## src/hdl/dto_pkg.sv

```systemverilog
`default_nettype none
// ----------------------------------------------------------------------------
// dto_pkg
// Shared types, codes and control store for the depth-first topological sorter
// ----------------------------------------------------------------------------
package dto_pkg;

    localparam int VERTICES_DEF   = 16;
    localparam int MAX_DEGREE_DEF = 8;

    localparam int OP_W     = 2;
    localparam int VID_W    = 4;
    localparam int STATUS_W = 2;
    localparam int CFG_W    = 5;
    localparam int DATA_W   = 32;
    localparam int PADDR_W  = 3;

    localparam logic [CFG_W-1:0]       VCOUNT_RESET     = 5'd16;
    localparam logic [PADDR_W-3:0]     REG_VERTEX_COUNT = 1'b0;

    typedef enum logic [OP_W-1:0] {
        OP_ADD   = 2'd0,
        OP_SORT  = 2'd1,
        OP_CLEAR = 2'd2,
        OP_NONE  = 2'd3
    } op_t;

    typedef enum logic [STATUS_W-1:0] {
        ST_ORDER  = 2'd0,
        ST_OK     = 2'd1,
        ST_REJECT = 2'd2
    } status_t;

    // datapath actions, one per control word
    typedef enum logic [3:0] {
        A_NONE,
        A_LATCH,
        A_ADD,
        A_CLR,
        A_SORT_INIT,
        A_PROBE_V,
        A_START,
        A_NB_RD,
        A_PUSH,
        A_POP,
        A_RESTORE,
        A_V_INC,
        A_EMIT_INIT,
        A_FIN_RD,
        A_EMIT
    } act_t;

    typedef enum logic [2:0] {
        C_IN_VALID,
        C_OUT_FREE,
        C_V_DONE,
        C_SKIP,
        C_POS_DONE,
        C_STACK_MORE,
        C_IDX_ZERO
    } cond_t;

    typedef enum logic [2:0] {
        SQ_NEXT,
        SQ_GOTO,
        SQ_BR,
        SQ_WAIT,
        SQ_DISP
    } seq_t;

    localparam int STEP_W = 5;
    typedef logic [STEP_W-1:0] step_t;

    localparam step_t S_FETCH     = 5'd0;
    localparam step_t S_DISPATCH  = 5'd1;
    localparam step_t S_ADD       = 5'd2;
    localparam step_t S_CLR       = 5'd3;
    localparam step_t S_SORT      = 5'd4;
    localparam step_t S_OUTER     = 5'd5;
    localparam step_t S_OUTER_CHK = 5'd6;
    localparam step_t S_START     = 5'd7;
    localparam step_t S_LOOP      = 5'd8;
    localparam step_t S_NB_CHK    = 5'd9;
    localparam step_t S_PUSH      = 5'd10;
    localparam step_t S_POP       = 5'd11;
    localparam step_t S_OUTER_INC = 5'd12;
    localparam step_t S_RESTORE   = 5'd13;
    localparam step_t S_EMIT_INIT = 5'd14;
    localparam step_t S_EMIT_RD   = 5'd15;
    localparam step_t S_EMIT      = 5'd16;
    localparam step_t S_LAST      = S_EMIT;

    typedef struct packed {
        act_t  act;
        cond_t cond;
        seq_t  seq;
        step_t target;
    } uword_t;

    typedef struct packed {
        op_t  op;
        logic out_free;
        logic v_done;
        logic skip;
        logic pos_done;
        logic stack_more;
        logic idx_zero;
    } flags_t;

    function automatic uword_t ucode_rom(input step_t addr);
        uword_t w;
        w = '{act: A_NONE, cond: C_IN_VALID, seq: SQ_GOTO, target: S_FETCH};
        unique case (addr)
            S_FETCH:     w = '{A_LATCH,     C_IN_VALID,   SQ_WAIT, S_DISPATCH};
            S_DISPATCH:  w = '{A_NONE,      C_IN_VALID,   SQ_DISP, S_FETCH};
            S_ADD:       w = '{A_ADD,       C_OUT_FREE,   SQ_WAIT, S_FETCH};
            S_CLR:       w = '{A_CLR,       C_OUT_FREE,   SQ_WAIT, S_FETCH};
            S_SORT:      w = '{A_SORT_INIT, C_IN_VALID,   SQ_NEXT, S_FETCH};
            S_OUTER:     w = '{A_PROBE_V,   C_V_DONE,     SQ_BR,   S_EMIT_INIT};
            S_OUTER_CHK: w = '{A_NONE,      C_SKIP,       SQ_BR,   S_OUTER_INC};
            S_START:     w = '{A_START,     C_IN_VALID,   SQ_NEXT, S_FETCH};
            S_LOOP:      w = '{A_NB_RD,     C_POS_DONE,   SQ_BR,   S_POP};
            S_NB_CHK:    w = '{A_NONE,      C_SKIP,       SQ_BR,   S_LOOP};
            S_PUSH:      w = '{A_PUSH,      C_IN_VALID,   SQ_GOTO, S_LOOP};
            S_POP:       w = '{A_POP,       C_STACK_MORE, SQ_BR,   S_RESTORE};
            S_OUTER_INC: w = '{A_V_INC,     C_IN_VALID,   SQ_GOTO, S_OUTER};
            S_RESTORE:   w = '{A_RESTORE,   C_IN_VALID,   SQ_GOTO, S_LOOP};
            S_EMIT_INIT: w = '{A_EMIT_INIT, C_IN_VALID,   SQ_NEXT, S_FETCH};
            S_EMIT_RD:   w = '{A_FIN_RD,    C_IDX_ZERO,   SQ_BR,   S_FETCH};
            S_EMIT:      w = '{A_EMIT,      C_OUT_FREE,   SQ_WAIT, S_EMIT_RD};
            default:     w = '{A_NONE,      C_IN_VALID,   SQ_GOTO, S_FETCH};
        endcase
        return w;
    endfunction

endpackage
`default_nettype wire

```

## src/hdl/dfs_topological_order.sv

```systemverilog
`default_nettype none
// ----------------------------------------------------------------------------
// dfs_topological_order
// Depth-first topological sorter with per-vertex neighbour lists and an APB
// register for the number of vertices in use
// ----------------------------------------------------------------------------
// add edge / clear: result loaded after dispatch, once the output is free
// sort: depth-first walk from each unvisited vertex, then the finish list
//   sent in reverse, one control word per cycle from the sequencer store
// one input beat at a time; the next is taken once the last result is loaded
// synchronous active-low reset: empty lists, vertex_count 16, no clearing pass
// ----------------------------------------------------------------------------
module dfs_topological_order
    import dto_pkg::*;
#(
    parameter int VERTICES   = VERTICES_DEF,
    parameter int MAX_DEGREE = MAX_DEGREE_DEF
) (
    input  wire                 aclk,
    input  wire                 aresetn,
    input  wire                 s_valid,
    output logic                s_ready,
    input  wire [OP_W-1:0]      s_operation,
    input  wire [VID_W-1:0]     s_from_vertex,
    input  wire [VID_W-1:0]     s_to_vertex,
    output logic                m_valid,
    input  wire                 m_ready,
    output logic [VID_W-1:0]    m_vertex,
    output logic [STATUS_W-1:0] m_status,
    output logic                m_last,
    input  wire                 psel,
    input  wire                 penable,
    input  wire                 pwrite,
    input  wire [PADDR_W-1:0]   paddr,
    input  wire [DATA_W-1:0]    pwdata,
    output logic [DATA_W-1:0]   prdata,
    output logic                pready
);

    logic [CFG_W-1:0] vcount_reg;
    logic             reg_hit;
    flags_t           flags;
    act_t             act;

    assign reg_hit = (paddr[PADDR_W-1:2] == REG_VERTEX_COUNT);
    assign pready  = 1'b1;
    assign prdata  = reg_hit ? DATA_W'(vcount_reg) : '0;

    always_ff @(posedge aclk) begin
        if (!aresetn) begin
            vcount_reg <= VCOUNT_RESET;
        end else if (psel && penable && pwrite && reg_hit) begin
            vcount_reg <= pwdata[CFG_W-1:0];
        end
    end

    dto_seq u_seq (
        .aclk     (aclk),
        .aresetn  (aresetn),
        .in_valid (s_valid),
        .flags    (flags),
        .act      (act),
        .in_ready (s_ready)
    );

    dto_datapath #(
        .VERTICES   (VERTICES),
        .MAX_DEGREE (MAX_DEGREE)
    ) u_datapath (
        .aclk          (aclk),
        .aresetn       (aresetn),
        .act           (act),
        .s_operation   (s_operation),
        .s_from_vertex (s_from_vertex),
        .s_to_vertex   (s_to_vertex),
        .vertex_count  (vcount_reg),
        .flags         (flags),
        .m_ready       (m_ready),
        .m_valid       (m_valid),
        .m_vertex      (m_vertex),
        .m_status      (m_status),
        .m_last        (m_last)
    );

endmodule
`default_nettype wire

```

## src/hdl/dto_seq.sv

```systemverilog
`default_nettype none
// ----------------------------------------------------------------------------
// dto_seq
// Step counter and control store: fetches one control word per cycle, picks
// the next step and issues the datapath action
// ----------------------------------------------------------------------------
module dto_seq
    import dto_pkg::*;
(
    input  wire    aclk,
    input  wire    aresetn,
    input  wire    in_valid,
    input  flags_t flags,
    output act_t   act,
    output logic   in_ready
);

    step_t  step_reg;
    step_t  step_next;
    uword_t uw;
    logic   cond_true;

    assign uw       = ucode_rom(step_reg);
    assign in_ready = (step_reg == S_FETCH);

    always_comb begin
        unique case (uw.cond)
            C_IN_VALID:   cond_true = in_valid;
            C_OUT_FREE:   cond_true = flags.out_free;
            C_V_DONE:     cond_true = flags.v_done;
            C_SKIP:       cond_true = flags.skip;
            C_POS_DONE:   cond_true = flags.pos_done;
            C_STACK_MORE: cond_true = flags.stack_more;
            C_IDX_ZERO:   cond_true = flags.idx_zero;
            default:      cond_true = 1'b0;
        endcase
    end

    always_comb begin
        step_next = step_reg;
        act       = A_NONE;
        unique case (uw.seq)
            SQ_NEXT: begin
                step_next = step_reg + STEP_W'(1);
                act       = uw.act;
            end
            SQ_GOTO: begin
                step_next = uw.target;
                act       = uw.act;
            end
            SQ_BR: begin
                step_next = cond_true ? uw.target : step_reg + STEP_W'(1);
                act       = uw.act;
            end
            SQ_WAIT: begin
                if (cond_true) begin
                    step_next = uw.target;
                    act       = uw.act;
                end
            end
            SQ_DISP: begin
                act = uw.act;
                unique case (flags.op)
                    OP_ADD:   step_next = S_ADD;
                    OP_SORT:  step_next = S_SORT;
                    OP_CLEAR: step_next = S_CLR;
                    OP_NONE:  step_next = S_FETCH;
                endcase
            end
            default: step_next = S_FETCH;
        endcase
    end

    always_ff @(posedge aclk) begin
        if (!aresetn) begin
            step_reg <= S_FETCH;
        end else begin
            step_reg <= step_next;
        end
    end

    a_step_range: assert property (@(posedge aclk) disable iff (!aresetn)
        step_reg <= S_LAST)
        else $error("step counter left the program");

    a_fetch_dispatch: assert property (@(posedge aclk) disable iff (!aresetn)
        (in_ready && in_valid) |=> step_reg == S_DISPATCH)
        else $error("accepted beat not dispatched");

endmodule
`default_nettype wire

```

## src/hdl/dto_datapath.sv

```systemverilog
`default_nettype none
// ----------------------------------------------------------------------------
// dto_datapath
// Neighbour lists, walk stack, finish list, visited marks and result register,
// driven one action per cycle by the sequencer, none while it waits
// ----------------------------------------------------------------------------
module dto_datapath
    import dto_pkg::*;
#(
    parameter int VERTICES   = VERTICES_DEF,
    parameter int MAX_DEGREE = MAX_DEGREE_DEF
) (
    input  wire                 aclk,
    input  wire                 aresetn,
    input  act_t                act,
    input  wire [OP_W-1:0]      s_operation,
    input  wire [VID_W-1:0]     s_from_vertex,
    input  wire [VID_W-1:0]     s_to_vertex,
    input  wire [CFG_W-1:0]     vertex_count,
    output flags_t              flags,
    input  wire                 m_ready,
    output logic                m_valid,
    output logic [VID_W-1:0]    m_vertex,
    output logic [STATUS_W-1:0] m_status,
    output logic                m_last
);

    localparam int VW     = $clog2(VERTICES);
    localparam int CW     = $clog2(VERTICES + 1);
    localparam int CMPW   = (CW > CFG_W) ? CW : CFG_W;
    localparam int DGW    = $clog2(MAX_DEGREE + 1);
    localparam int NDEPTH = VERTICES * MAX_DEGREE;
    localparam int AW     = $clog2(NDEPTH);

    // memories
    logic [VW-1:0]  nb_mem    [NDEPTH];
    logic [VW-1:0]  stk_v_mem [VERTICES];
    logic [DGW-1:0] stk_p_mem [VERTICES];
    logic [VW-1:0]  fin_mem   [VERTICES];

    // control state
    logic [DGW-1:0]  deg_reg [VERTICES];
    logic [VERTICES-1:0] visited_reg;
    logic [CMPW-1:0] v_reg;
    logic [VW-1:0]   top_reg;
    logic [DGW-1:0]  pos_reg;
    logic [CW-1:0]   depth_reg;
    logic [CW-1:0]   fin_cnt_reg;
    logic [CW-1:0]   idx_reg;
    logic            m_valid_reg;

    // payload
    op_t             op_reg;
    logic [VID_W-1:0] from_reg;
    logic [VID_W-1:0] to_reg;
    logic [VW-1:0]   probe_reg;
    logic [VW-1:0]   stk_v_q;
    logic [DGW-1:0]  stk_p_q;
    logic [VW-1:0]   fin_q;
    logic [VID_W-1:0] m_vertex_reg;
    status_t         m_status_reg;
    logic            m_last_reg;

    logic [CMPW-1:0] cfg_ext;
    logic [CMPW-1:0] count;
    logic [VW-1:0]   from_idx;
    logic [DGW-1:0]  deg_from;
    logic [DGW-1:0]  deg_top;
    logic            add_ok;
    logic [AW-1:0]   nb_wr_addr;
    logic [AW-1:0]   nb_rd_addr;
    logic [CW-1:0]   stk_wr_cnt;
    logic [CW-1:0]   stk_rd_cnt;
    logic [CW-1:0]   fin_rd_cnt;
    logic            out_free;
    logic            res_load;

    // vertices in use, clamped to the built size; zero counts as one
    assign cfg_ext = CMPW'(vertex_count);
    always_comb begin
        priority if (cfg_ext == '0) begin
            count = CMPW'(1);
        end else if (cfg_ext > CMPW'(VERTICES)) begin
            count = CMPW'(VERTICES);
        end else begin
            count = cfg_ext;
        end
    end

    assign from_idx   = VW'(from_reg);
    assign deg_from   = deg_reg[from_idx];
    assign deg_top    = deg_reg[top_reg];
    assign add_ok     = (CMPW'(from_reg) < count) && (CMPW'(to_reg) < count)
                        && (deg_from < DGW'(MAX_DEGREE));
    assign nb_wr_addr = AW'(from_idx * MAX_DEGREE) + AW'(deg_from);
    assign nb_rd_addr = AW'(top_reg * MAX_DEGREE) + AW'(pos_reg);
    assign stk_wr_cnt = depth_reg - CW'(1);
    assign stk_rd_cnt = depth_reg - CW'(2);
    assign fin_rd_cnt = idx_reg - CW'(1);
    assign out_free   = !m_valid_reg || m_ready;
    assign res_load   = (act == A_ADD) || (act == A_CLR) || (act == A_EMIT);

    assign flags.op         = op_reg;
    assign flags.out_free   = out_free;
    assign flags.v_done     = (v_reg >= count);
    assign flags.skip       = (CMPW'(probe_reg) >= count) || visited_reg[probe_reg];
    assign flags.pos_done   = (pos_reg >= deg_top);
    assign flags.stack_more = (depth_reg > CW'(1));
    assign flags.idx_zero   = (idx_reg == '0);

    assign m_valid  = m_valid_reg;
    assign m_vertex = m_vertex_reg;
    assign m_status = m_status_reg;
    assign m_last   = m_last_reg;

    always_ff @(posedge aclk) begin
        if (!aresetn) begin
            for (int i = 0; i < VERTICES; i++) begin
                deg_reg[i] <= '0;
            end
            visited_reg <= '0;
            v_reg       <= '0;
            top_reg     <= '0;
            pos_reg     <= '0;
            depth_reg   <= '0;
            fin_cnt_reg <= '0;
            idx_reg     <= '0;
            m_valid_reg <= 1'b0;
        end else begin
            unique case (act)
                A_ADD: begin
                    if (add_ok) begin
                        deg_reg[from_idx] <= deg_from + DGW'(1);
                    end
                end
                A_CLR: begin
                    for (int i = 0; i < VERTICES; i++) begin
                        deg_reg[i] <= '0;
                    end
                end
                A_SORT_INIT: begin
                    visited_reg <= '0;
                    fin_cnt_reg <= '0;
                    v_reg       <= '0;
                end
                A_START: begin
                    visited_reg[probe_reg] <= 1'b1;
                    top_reg   <= probe_reg;
                    pos_reg   <= '0;
                    depth_reg <= CW'(1);
                end
                A_NB_RD: begin
                    pos_reg <= pos_reg + DGW'(1);
                end
                A_PUSH: begin
                    visited_reg[probe_reg] <= 1'b1;
                    top_reg   <= probe_reg;
                    pos_reg   <= '0;
                    depth_reg <= depth_reg + CW'(1);
                end
                A_POP: begin
                    fin_cnt_reg <= fin_cnt_reg + CW'(1);
                    depth_reg   <= depth_reg - CW'(1);
                end
                A_RESTORE: begin
                    top_reg <= stk_v_q;
                    pos_reg <= stk_p_q;
                end
                A_V_INC: begin
                    v_reg <= v_reg + CMPW'(1);
                end
                A_EMIT_INIT: begin
                    idx_reg <= fin_cnt_reg;
                end
                A_EMIT: begin
                    idx_reg <= idx_reg - CW'(1);
                end
                default: ;
            endcase
            if (res_load) begin
                m_valid_reg <= 1'b1;
            end else if (m_ready) begin
                m_valid_reg <= 1'b0;
            end
        end
    end

    always_ff @(posedge aclk) begin
        unique case (act)
            A_LATCH: begin
                op_reg   <= op_t'(s_operation);
                from_reg <= s_from_vertex;
                to_reg   <= s_to_vertex;
            end
            A_ADD: begin
                if (add_ok) begin
                    nb_mem[nb_wr_addr] <= VW'(to_reg);
                end
                m_vertex_reg <= '0;
                m_status_reg <= add_ok ? ST_OK : ST_REJECT;
                m_last_reg   <= 1'b1;
            end
            A_CLR: begin
                m_vertex_reg <= '0;
                m_status_reg <= ST_OK;
                m_last_reg   <= 1'b1;
            end
            A_PROBE_V: begin
                probe_reg <= v_reg[VW-1:0];
            end
            A_NB_RD: begin
                probe_reg <= nb_mem[nb_rd_addr];
            end
            A_PUSH: begin
                stk_v_mem[stk_wr_cnt[VW-1:0]] <= top_reg;
                stk_p_mem[stk_wr_cnt[VW-1:0]] <= pos_reg;
            end
            A_POP: begin
                fin_mem[fin_cnt_reg[VW-1:0]] <= top_reg;
                stk_v_q <= stk_v_mem[stk_rd_cnt[VW-1:0]];
                stk_p_q <= stk_p_mem[stk_rd_cnt[VW-1:0]];
            end
            A_FIN_RD: begin
                fin_q <= fin_mem[fin_rd_cnt[VW-1:0]];
            end
            A_EMIT: begin
                m_vertex_reg <= VID_W'(fin_q);
                m_status_reg <= ST_ORDER;
                m_last_reg   <= (idx_reg == CW'(1));
            end
            default: ;
        endcase
    end

    a_push_depth: assert property (@(posedge aclk) disable iff (!aresetn)
        (act == A_PUSH) |=> depth_reg == $past(depth_reg) + CW'(1))
        else $error("push did not deepen the stack");

    a_idle_empty: assert property (@(posedge aclk) disable iff (!aresetn)
        (act == A_LATCH) |-> depth_reg == '0)
        else $error("walk stack not empty between beats");

    a_all_finished: assert property (@(posedge aclk) disable iff (!aresetn)
        (act == A_EMIT_INIT) |-> CMPW'(fin_cnt_reg) == count)
        else $error("finish list does not cover every vertex");

endmodule
`default_nettype wire
```

## config.mk

```make
export PLATFORM = sky130hd
export DESIGN_NAME = dfs_topological_order
export DESIGN_NICKNAME = d
export VERILOG_FILES = /design/src/hdl/dto_pkg.sv /design/src/hdl/dfs_topological_order.sv /design/src/hdl/dto_seq.sv /design/src/hdl/dto_datapath.sv
export SDC_FILE = /design/constraint.sdc
export NUM_CORES = 1
export LEC_CHECK = 0
export BUFFER_PORTS_ARGS = -buffer_cell sky130_fd_sc_hd__buf_2
export CORE_MARGIN = 4
export CORE_UTILIZATION = 56
export CTS_BUF_LIST = sky130_fd_sc_hd__clkbuf_4 sky130_fd_sc_hd__clkbuf_8
export DETAILED_ROUTE_END_ITERATION = 16
export MAX_ROUTING_LAYER = met4
export PLACE_DENSITY = 0.73
export SYNTH_ARGS = -nofsm -noshare
export SYNTH_HDL_FRONTEND = slang
export SYNTH_SLANG_ARGS = --single-unit
```

## constraint.sdc

```tcl
create_clock -name aclk -period 16.2 [get_ports aclk]
set_input_delay 1.62 -clock aclk [delete_from_list [all_inputs] [get_ports aclk]]
set_output_delay 1.62 -clock aclk [all_outputs]
set_load 0.1 [all_outputs]
```

# Word level (Yosys, flattened, before mapping)
# Memory sizes are Yosys's and may differ from the RTL's. A register that Yosys moved wholly into a read port is not among the register bits.
# Cells that the tools add are included.
# op_classes
order_cmp	10
eq_ne	29
mux	65
reduce_logical	32
n_addsub	11
n_bitwise	18
# op_table
operator	n
4-bit two-way mux	22
5-bit two-way mux	7
16-bit case mux with 2 select lines	1
4-bit case mux with 2 select lines	4
5-bit case mux with 2 select lines	3
4-bit equality test, second input constant	7
5-bit case mux with 5 select lines	1
5-bit by 1-bit adder with 5-bit output, second input constant	4
5-bit case mux with 4 select lines	1
1-bit two-way mux	18
4-bit by 3-bit equality test with 1-bit output, second input constant	4
1-bit bitwise OR	16
16-bit bitwise OR	1
2-bit nonzero test	8
5-bit logical NOT	3
5-bit case mux with 3 select lines	1
7-bit by 4-bit adder with 7-bit output	2
3-bit by 2-bit equality test with 1-bit output, second input constant	4
3-bit equality test, second input constant	4
4-bit case mux with 3 select lines	1
4-bit by 5-bit less-than comparator with 1-bit output	2
5-bit by 1-bit subtractor with 5-bit output, second input constant	2
3-bit nonzero test	3
4-bit by 1-bit adder with 4-bit output, second input constant	2
30 further kinds	44
# totals
word_cells	188
ramBits	768
input_bits	52
n_memories	6
out_inout_bits	42
reg_bits	76
romBits	448
# mem_list
name	words	width	rd	rd_ports_with_merged_regs	wr	line	rtl
u_datapath.nb_mem	128	4	1	0	1	dto_datapath.sv:36	logic [VW-1:0] nb_mem [NDEPTH];
(name not given)	32	14	1	1	0	dto_pkg.sv:113	unique case (addr)
u_datapath.deg_reg	16	4	2	2	16	dto_datapath.sv:42	logic [DGW-1:0] deg_reg [VERTICES];
u_datapath.fin_mem	16	4	1	1	1	dto_datapath.sv:39	logic [VW-1:0] fin_mem [VERTICES];
u_datapath.stk_p_mem	16	4	1	1	1	dto_datapath.sv:38	logic [DGW-1:0] stk_p_mem [VERTICES];
u_datapath.stk_v_mem	16	4	1	1	1	dto_datapath.sv:37	logic [VW-1:0] stk_v_mem [VERTICES];

# Depth between registers and ports, before layout
# Gate-level depths: netlist of run 1.
# logic_depth
depth_word	14
ltp_mapped	20
mapped_depth_nobuf	18

# Modules after synthesis
# Synthesis of run 1 repeated with hierarchy kept, for this count alone.
# hier_totals
hier_cells	2364
hier_area_um2	37893.8
# by_module_without_submodules
module	cells_per_inst	area_per_inst_um2	seq_area_each_um2	n_inst
dto_datapath	2144	36029.6	25114.1	1
dto_seq	162	1385.1	380.4	1
dfs_topological_order	58	479.2	100.1	1

# Worst setup path before layout of run 1
# Ideal clock, no wire load.
# synth_timing
path_kind	reg2reg
from	register (tool-made name)
to	register (tool-made name)
slack_ns	10.827
path_stages_with_launch	15
setup_time_ns	0.121
synth_period_minus_slack_ns	5.373
required_ns	16.079
arrival_ns	5.252
path_buffers	2
path_cell_list	dfxtp_1 -> clkbuf_1 -> buf_1 -> mux4_2 -> mux4_2 -> ha_1 -> nor2_1 -> a21oi_1 -> o31a_1 -> o22a_1 -> a21boi_4 -> nor2_4 -> nand2_1 -> nor4_1 -> mux2_2

==> results.toml, run 1 <==
[worst_setup_path]
crit_type = "reg2reg"
cp_num_buf_inv = 3
cp_slowest_cell = "dfxtp_1"
cp_cell_sequence = "mux4_2 > mux4_2 > inv_1 > ha_1 > o21ai_0 > a21oi_1 > o31a_1 > o22a_1 > a21oi_1 > a31oi_1 > a22oi_1 > and2_1 > inv_1 > ha_1 > inv_1 > a2111oi_4 > a21oi_1 > o311ai_1"
cp-end-kind = "flop"
worst-path-max-fanout = 16
startpoint_type = "flop"
max_stage_delay_ns = 1.05
critPathTopFamily = "compound AO/OA/AOI/OAI gates"
critical_path_arrival_ns = 6.26
crit_required_ns = 16.83
ff2ff_setup_slack_ns = 10.57

[clocking]
clock_sinks = 878
cts_setup_buffers = 0
numCtsBuffers = 139
cts_root_buf = "clkbuf_8"
clock_latency_ns = 0.78
clk_path_buf_depth = 3
cts_resized = 0
cts_tree = "done"
holdBufCountCts = 0
clkTransAtPathRegs_ns = 0.06
htreeDepth = 4

[global_route]
grt-ovfl-total = 0
use_met3_pct = 4.94
antenna_found_initial = 2
grt_use_met1_pct = 32.0
grt_pass1_vias = 20163
grt_max_degree = 128
grt_usage_pct = 23.2
grtUsageMet2_pct = 35.2
grt_pass1_wl_um = 121000
top_usage_layer = "met2"

[power_and_ir_drop]
internal_power_mw = 3.85
fin_total_pwr_mw = 5.37
pwr-share-clk_pct = 35.0
ir_drop_mv = 0.0867
switching_share_pct = 28.2
p_per_area_nw_per_um2 = 131
p_switching_mw = 1.52
pwr-share-comb_pct = 14.5
power_frac_seq_pct = 50.5
leakage_nw = 13.1

[placed_design]
placed_cells = 2965
gp_congestion = 0.853
place_hpwl_um = 48100
placement.io_buffers = 36
place_ws_ns = 10.58
placed_area_sq_um = 38200

[layout]
final_cell_mix = "edfxtp_1, nor2_1, mux4_2, clkbuf_8, nand2_1"
drive_above_1_share_pct = 25.3
area_growth_pct = 10.2
largest_reg_flops = 512
top_register = "u_datapath.nb_mem"
finalNonFillerCells = 3221
final_area_sq_um = 41000
layout_commonest_cell = "edfxtp_1"
final_core_util_pct = 62.3
final_nets = 2344

[synthesis]
synth_cells = 2142
synth_edf_count = 801
async_flop_share_pct = 0
netlist_area_sq_um = 37200
dominantRegCellSynth = "edfxtp_1"
ys_types = 84
ys_warn_count = 0
synth-seq-cells = 878
ys_seq_area_share_pct = 68.8
syn_avg_cell_area_sq_um = 17.4

[floorplan]
rows = 94
dieArea_sq_um = 70700
die_h_um = 266
die_w_um = 266
num_io_pins = 94
core_sq_um = 65900
start_util_pct = 56.5

[sta]
fmax_mhz = 178
worst_pin_slew_ns = 1.25
post-route-period-util_pct = 34.7
rsz0062_at_grt = "no"
max_slew_margin_pct = 16.5
hold_viol = 0
fin_ws_ns = 10.57
drv_slew = 0
finClkSkew_ns = 0.0343
setup_viol = 0
tns_ns = 0
fin_crit_ns = 5.63
holdWs_ns = 0.459

[job]
drv_cap = 0

[route]
drc_errors = 0
wl_per_cell_um = 24.1
drtIter0Drc = 2093
via_per_inst = 6.16
dr.pass1.iters = 5
vias = 19853
drt_wl_total_um = 77700
ant_nets = 0

[run_status]
status = "complete, no violations"

[worst_hold_path]
hold_class = "reg2reg"
[Yosys cell counts (all sizes together), types with 4 or more instances]
master  count  area, sq um
edfxtp    801        24100
nor2      284         1080
mux4      273         6150
nand2     115          447
buf        80          457
dfxtp      77         1540
clkbuf     57          214
o21ai      53          269
ha         50          626
inv        48          183
a21oi      36          184
nand3      26          135
nor3       22          120
or3        21          131
nor2b      20          125
mux2i      16          160
nor4       13          103
xnor2      12          105
and2       11         68.8
nand2b     10         62.6
a31oi       8         71.3
xor2        8         70.1
mux2        7         82.6
a211o       6         52.6
a211oi      6         57.6
a22oi       6         45.0
nand3b      6         45.0
nand4       6         37.5
nor3b       4         30.0
o21a        4         30.0
[layout make-up]
class / instances / area [sq um]
clock buffers: 181 / 2240
fillers: 4623 / 24800
well taps: 864 / 1080
inverters: 49 / 186
flip-flops and latches: 878 / 25600
diodes: 2 / 5.00
multi-input cells: 1104 / 10900
repair buffers: 70 / 448
clock inverters: 73 / 561
[tightest hold or removal path, cell delays in order (launching register included)]
cell and delay [ns]:
dfxtp_1 0.32, nand2_1 0.04, o21ai_0 0.06
[path summary, 6_finish.rpt]
| check | start | to | cells after the start |
|---|---|---|---|
| setup / recovery | flop | u_seq.uw[6]$_DFF_P_ | 18 |
| hold / removal | u_datapath.visited_reg[15]$_SDFFE_PN0P_ | u_datapath.visited_reg[15]$_SDFFE_PN0P_ | 2 |
| setup reg to reg | flop | u_seq.uw[6]$_DFF_P_ | 18 |
| hold reg to reg | u_datapath.visited_reg[15]$_SDFFE_PN0P_ | u_datapath.visited_reg[15]$_SDFFE_PN0P_ | 2 |
[power by group through the flow]
stage	Clock, mW	Sequential [mW]	Combinational, mW
floorplan	0	2.80	0.450
global placement	0	2.75	0.750
detailed placement	0	2.76	0.776
CTS	1.92	2.71	0.780
global route	2.03	2.72	0.840
finish	1.88	2.71	0.780
[layer usage]
| metal | vias to the layer above | part of all wire (%) |
|---|---|---|
| met5 | - | 0 |
| met4 | 0 | 2.6 |
| met3 | 147 | 8.7 |
| met2 | 980 | 49 |
| met1 | 10077 | 40 |
| li1 | 8649 | - |
[cells by family (layout without fill, tap and decap cells)]
| kind of cell | Yosys count | in the layout | share of synthesized area, % |
|---|---|---|---|
| adders and majority gates | 50 | 50 | 1.68 |
| muxes | 296 | 296 | 17.2 |
| buffers and inverters | 186 | 373 | 2.30 |
| DFF | 878 | 878 | 68.8 |
| AOI/OAI and AO/OA | 160 | 160 | 2.94 |
| and+or+nand+nor | 550 | 550 | 6.66 |
| other | 2 | 30 | 0.0202 |
| xor gates and xnor gates | 20 | 20 | 0.471 |
No activity file was read; power rests on OpenSTA's default activity.
==> run 2, diff against run 1 <==
PLACE_DENSITY = 0.75   (was 0.73)
clock period = 5.1 ns   (was 16.2 ns; I/O delays follow)
==> run 2 against run 1 <==
First-iteration DRC count rose by 18%. Final cell count rose by 1.5%. Total power rose to 3.2 times the previous value. Highest routed layer unchanged.
==> results.toml, run 2 (same netlist as run 1, synthesis figures left out) <==
[run_status]
status = "complete, no violations"

[sta]
worst_pin_slew_ns = 1.04
drv_slew = 0
setup_viol = 0
fin_crit_ns = 4.73
hold_viol = 0
post-route-period-util_pct = 92.7
fmax_mhz = 212
finClkSkew_ns = 0.0583
fin_ws_ns = 0.374
tns_ns = 0
rsz0062_at_grt = "no"
max_slew_margin_pct = 30.3

[layout]
final_cell_mix = "edfxtp_1, nor2_1, mux4_2, clkbuf_8, nand2_1"
finalNonFillerCells = 3268
layout_commonest_cell = "edfxtp_1"
largest_reg_flops = 512
drive_above_1_share_pct = 26.3
final_nets = 2392
top_register = "u_datapath.nb_mem"
regArea_sq_um = 25600
fill_cells = 4471
area_growth_pct = 11.4
multiInputGateArea_sq_um = 10900
final_core_util_pct = 62.9

[worst_setup_path]
crit_type = "reg2reg"
endpoint = "u_seq.uw[6]$_DFF_P_"
startpoint_type = "flop"
cp_slowest_cell = "mux4_2"
r2r_end = "u_seq.uw[6]$_DFF_P_"
crit_top_cell = "inv_1"
ff2ff_setup_slack_ns = 0.37
max_stage_delay_ns = 0.57
worst-path-max-fanout = 16
r2r_cells = 19
cp-end-kind = "flop"
crit_required_ns = 5.80
cp_cell_sequence = "buf_4 > mux4_2 > mux4_2 > inv_1 > ha_1 > o21ai_0 > a21oi_1 > o31a_1 > o22ai_1 > nor3_1 > a311oi_1 > a22oi_1 > and2_1 > inv_1 > ha_1 > inv_1 > a2111oi_4 > a21oi_1 > o311ai_1"
critical_path_arrival_ns = 5.43

[global_route]
grt_pass1_wl_um = 121000
antenna_found_initial = 3
grt_usage_pct = 23.2
grt-ovfl-total = 0
grt_pass1_vias = 20382
grt_max_degree = 149

[power_and_ir_drop]
fin_total_pwr_mw = 17.2
internal_power_mw = 12.3
p_per_area_nw_per_um2 = 415
pwr-share-clk_pct = 34.8
p_switching_mw = 4.91
ir_drop_mv = 0.373
power_frac_seq_pct = 50.1
leakage_nw = 13.4
pwr-share-comb_pct = 15.1
switching_share_pct = 28.5

[clocking]
cts_tree = "done"
cts_setup_buffers = 0
clock_latency_ns = 0.80
clkTransAtPathRegs_ns = 0.07
numCtsBuffers = 141
clk_path_buf_depth = 3
htreeDepth = 4
clock_sinks = 878
cts_root_buf = "clkbuf_8"
cts_resized = 0
holdBufCountCts = 16

[floorplan]
start_util_pct = 56.5
dieArea_sq_um = 70700
die_h_um = 266
die_w_um = 266
core_sq_um = 65900
num_io_pins = 94
rows = 94

[route]
wl_per_cell_um = 23.9
drtIter0Drc = 2470
drc_errors = 0
ant_nets = 0
vias = 19986
via_per_inst = 6.12
dr.pass1.iters = 6
drt_wl_total_um = 78100

[placed_design]
place_hpwl_um = 48700
placement.io_buffers = 36
place_ws_ns = 0.419
placed_cells = 2995
gp_congestion = 0.858

[worst_hold_path]
hold_class = "in2reg"

[job]
drv_cap = 0
run 2: cell types whose count changed in the layout (fill, tap and decap cells not counted), sizes merged:
cell         delta
buf            +30
bufinv          -3
clkbuf         +13
clkinv         -13
diode           +1
dlygate4sd3    +16
inv             +3
run 2: power by group through the flow:
stage | Sequential [mW] | Combinational (mW) | Clock [mW]
floorplan | 8.89 | 1.43 | 0
global placement | 8.75 | 2.46 | 0
detailed placement | 8.76 | 2.56 | 0
CTS | 8.61 | 2.58 | 6.11
global route | 8.63 | 2.80 | 6.49
finish | 8.62 | 2.60 | 5.99
run 2: metal layers:
metal	vias to the layer above	track usage, %	part of all wire [%]
met2	970	34.7	48
li1	8739	-	-
met1	10094	31.1	40
met4	0	8.73	3.2
met3	183	6.08	8.8
met5	-	-	0
run 2: final cells by class:
class                           count  share of cell area [%]
Sequential cell                   878                    61.8
Inverter                           49                   0.450
Timing Repair Buffer              116                    2.13
Tap cell                          864                    2.61
Clock inverter                     60                    1.10
Multi-Input combinational cell   1104                    26.3
Antenna cell                        3                  0.0181
Clock buffer                      194                    5.67
run 2: stage by stage:
stage	hold WS [ns]	instance area [sq um]
2_1_floorplan	0.420	37300
3_3_place_gp	0.429	38500
3_5_place_dp	0.440	38500
4_1_cts	0.159	41400
5_1_grt	0.218	41500
6_report	0.245	41500
run 2: critical path, delay by kind of cell (launching register included):
family / cells / cell delay, ns
muxes: 2 / 1.04
DFF: 1 / 0.31
adders and majority gates: 2 / 0.41
and+or+nand+nor: 2 / 0.38
buffers and inverters: 4 / 0.63
AOI/OAI and AO/OA: 9 / 1.87
run 2: worst min path at each step:
stage	end	from	slack, ns	depth (start not counted)
2_1_floorplan	u_datapath.visited_reg[10]$_SDFFE_PN0P_	u_datapath.visited_reg[10]$_SDFFE_PN0P_	0.42	2
3_3_place_gp	u_datapath.visited_reg[5]$_SDFFE_PN0P_	u_datapath.visited_reg[5]$_SDFFE_PN0P_	0.43	2
3_5_place_dp	u_datapath.visited_reg[3]$_SDFFE_PN0P_	u_datapath.visited_reg[3]$_SDFFE_PN0P_	0.44	2
4_1_cts	vcount_reg[4]$_SDFFE_PN1P_	aresetn	0.16	2
5_1_grt	vcount_reg[4]$_SDFFE_PN1P_	aresetn	0.22	2
6_report	vcount_reg[4]$_SDFFE_PN1P_	aresetn	0.24	2
==> run 3, diff against run 2 <==
CELL_PAD_IN_SITES_DETAIL_PLACEMENT = 0   (was default)
CELL_PAD_IN_SITES_GLOBAL_PLACEMENT = 1   (was default)
CORE_UTILIZATION = 51   (was 56)
PLACE_DENSITY = default   (was 0.75)
PLACE_DENSITY_LB_ADDON = 0.1   (was default)
SLEW_MARGIN = 20   (was default)
==> run 3 against run 2 <==
Hold slack got worse by 0.16 ns. First-iteration DRC count is 26% lower. Worst setup slack gained 0.098 ns. Clock power about the same. Largest cell class unchanged. Sequential power barely moved. Total power is 0.34% higher. Final cell count is 2.8% higher. Global-route usage decreased by 1.0 points. Clock skew down 0.0021 ns. Via count shrank 1.2%. Non-clock buffer count down 2. Wire length is 5.4% higher.
==> results.toml, run 3 (same netlist as run 1, synthesis figures left out) <==
[floorplan]
start_util_pct = 51.8
die_h_um = 278
dieArea_sq_um = 77400
num_io_pins = 94
die_w_um = 278
rows = 98
core_sq_um = 71900

[sta]
fmax_mhz = 216
post-route-period-util_pct = 90.8
setup_viol = 0
finClkSkew_ns = 0.0562
drv_slew = 0
tns_ns = 0
worst_pin_slew_ns = 1.05
max_slew_margin_pct = 29.5
rsz0062_at_grt = "no"
hold_viol = 0
fin_ws_ns = 0.471
fin_crit_ns = 4.63

[route]
via_per_inst = 5.88
ant_nets = 0
drt_wl_total_um = 82400
drtIter0Drc = 1826
vias = 19745
wl_per_cell_um = 24.5
drc_errors = 0
dr.pass1.iters = 5

[placed_design]
placement.io_buffers = 36
place_hpwl_um = 51400
placed_area_sq_um = 38600
gp_congestion = 0.816
place_ws_ns = 0.504

[clocking]
cts_resized = 0
cts_tree = "done"
numCtsBuffers = 146
clock_sinks = 878
htreeDepth = 4
cts_root_buf = "clkbuf_8"
clkTransAtPathRegs_ns = 0.06
clock_latency_ns = 0.79
clk_path_buf_depth = 3

[layout]
layout_commonest_cell = "edfxtp_1"
drive_above_1_share_pct = 26.7
largest_reg_flops = 512
top_register = "u_datapath.nb_mem"
final_area_sq_um = 41600
final_nets = 2395
fill_cells = 5554
area_growth_pct = 11.8
final_cell_mix = "edfxtp_1, nor2_1, mux4_2, clkbuf_8, nand2_1"

[power_and_ir_drop]
ir_drop_mv = 0.425
p_per_area_nw_per_um2 = 415
leakage_nw = 13.4

[global_route]
grt_pass1_wl_um = 126000
grt-ovfl-total = 0
grt_pass1_vias = 20270
grt_max_degree = 149
grt_usage_pct = 22.2
antenna_found_initial = 2

[worst_setup_path]
crit_type = "reg2reg"
crit_required_ns = 5.51
startpoint_type = "flop"
critical_path_arrival_ns = 5.04
cp-end-kind = "flop"
worst-path-max-fanout = 32
ff2ff_setup_slack_ns = 0.47

[job]
drv_cap = 0

[worst_hold_path]
hold_class = "in2reg"

[run_status]
status = "complete, no violations"
run 3: timing repair:
item	4_1_cts	5_1_grt
hold buffers	14	0
setup buffers	0	0
hold endpoints to repair	18	0
setup endpoints to repair	0	0
run 3: path summary, 6_finish.rpt:
check / from / to / cells past startpoint
worst max-delay path: flop / u_datapath.nb_mem[105][1]$_DFFE_PP_ / 14
worst min register to register: u_datapath.visited_reg[13]$_SDFFE_PN0P_ / u_datapath.visited_reg[13]$_SDFFE_PN0P_ / 2
worst max register to register: flop / u_datapath.nb_mem[105][1]$_DFFE_PP_ / 14
worst min-delay path: m_ready / u_datapath.m_valid$_SDFFE_PN0P_ / 4
run 3: layer usage:
layer	vias to the layer above	track usage, %	wire length, um
met5	-	-	0
met4	0	6.77	1880
met3	123	4.48	5080
met2	640	34.1	40200
met1	10230	30.5	35200
li1	8752	-	-
run 3: power breakdown:
group	leakage [nW]	switching (mW)	internal (mW)
Sequential	8.12	0.251	8.40
Clock	1.50	2.81	3.17
Combinational	3.78	1.96	0.677
Total	13.4	5.02	12.2
run 3: layout make-up:
| class | count | area [sq um] | area share [%] |
|---|---|---|---|
| Inverter | 49 | 186 | 0.448 |
| Multi-Input combinational cell | 1104 | 10900 | 26.2 |
| Clock buffer | 199 | 2420 | 5.82 |
| Tap cell | 950 | 1190 | 2.86 |
| Sequential cell | 878 | 25600 | 61.5 |
| Antenna cell | 3 | 7.51 | 0.0180 |
| Timing Repair Buffer | 114 | 877 | 2.11 |
| Clock inverter | 63 | 407 | 0.977 |
run 3: worst max-delay path: stages, from the launching register on:
cell and delay [ns]:
dfxtp_1 0.35, buf_12 0.19, mux4_2 0.56, mux4_2 0.50
ha_1 0.29, nor2_1 0.04, a21oi_1 0.16, o31a_1 0.21
o22a_1 0.26, a21boi_4 0.12, nor2_4 0.24, nand3_2 0.18
or3_1 0.39, buf_4 0.32, nor2_1 0.43
run 3: per-stage QoR:
step	hold WS (ns)	power [mW]	util (%)	instances
floorplan	0.420	10.3	-	2168
global placement	0.430	11.3	53.7	3080
detailed placement	0.445	11.4	53.7	3080
CTS	0.00586	17.4	57.9	3356
global route	0.0341	18.0	57.9	3359
finish	0.0856	17.3	57.9	3360
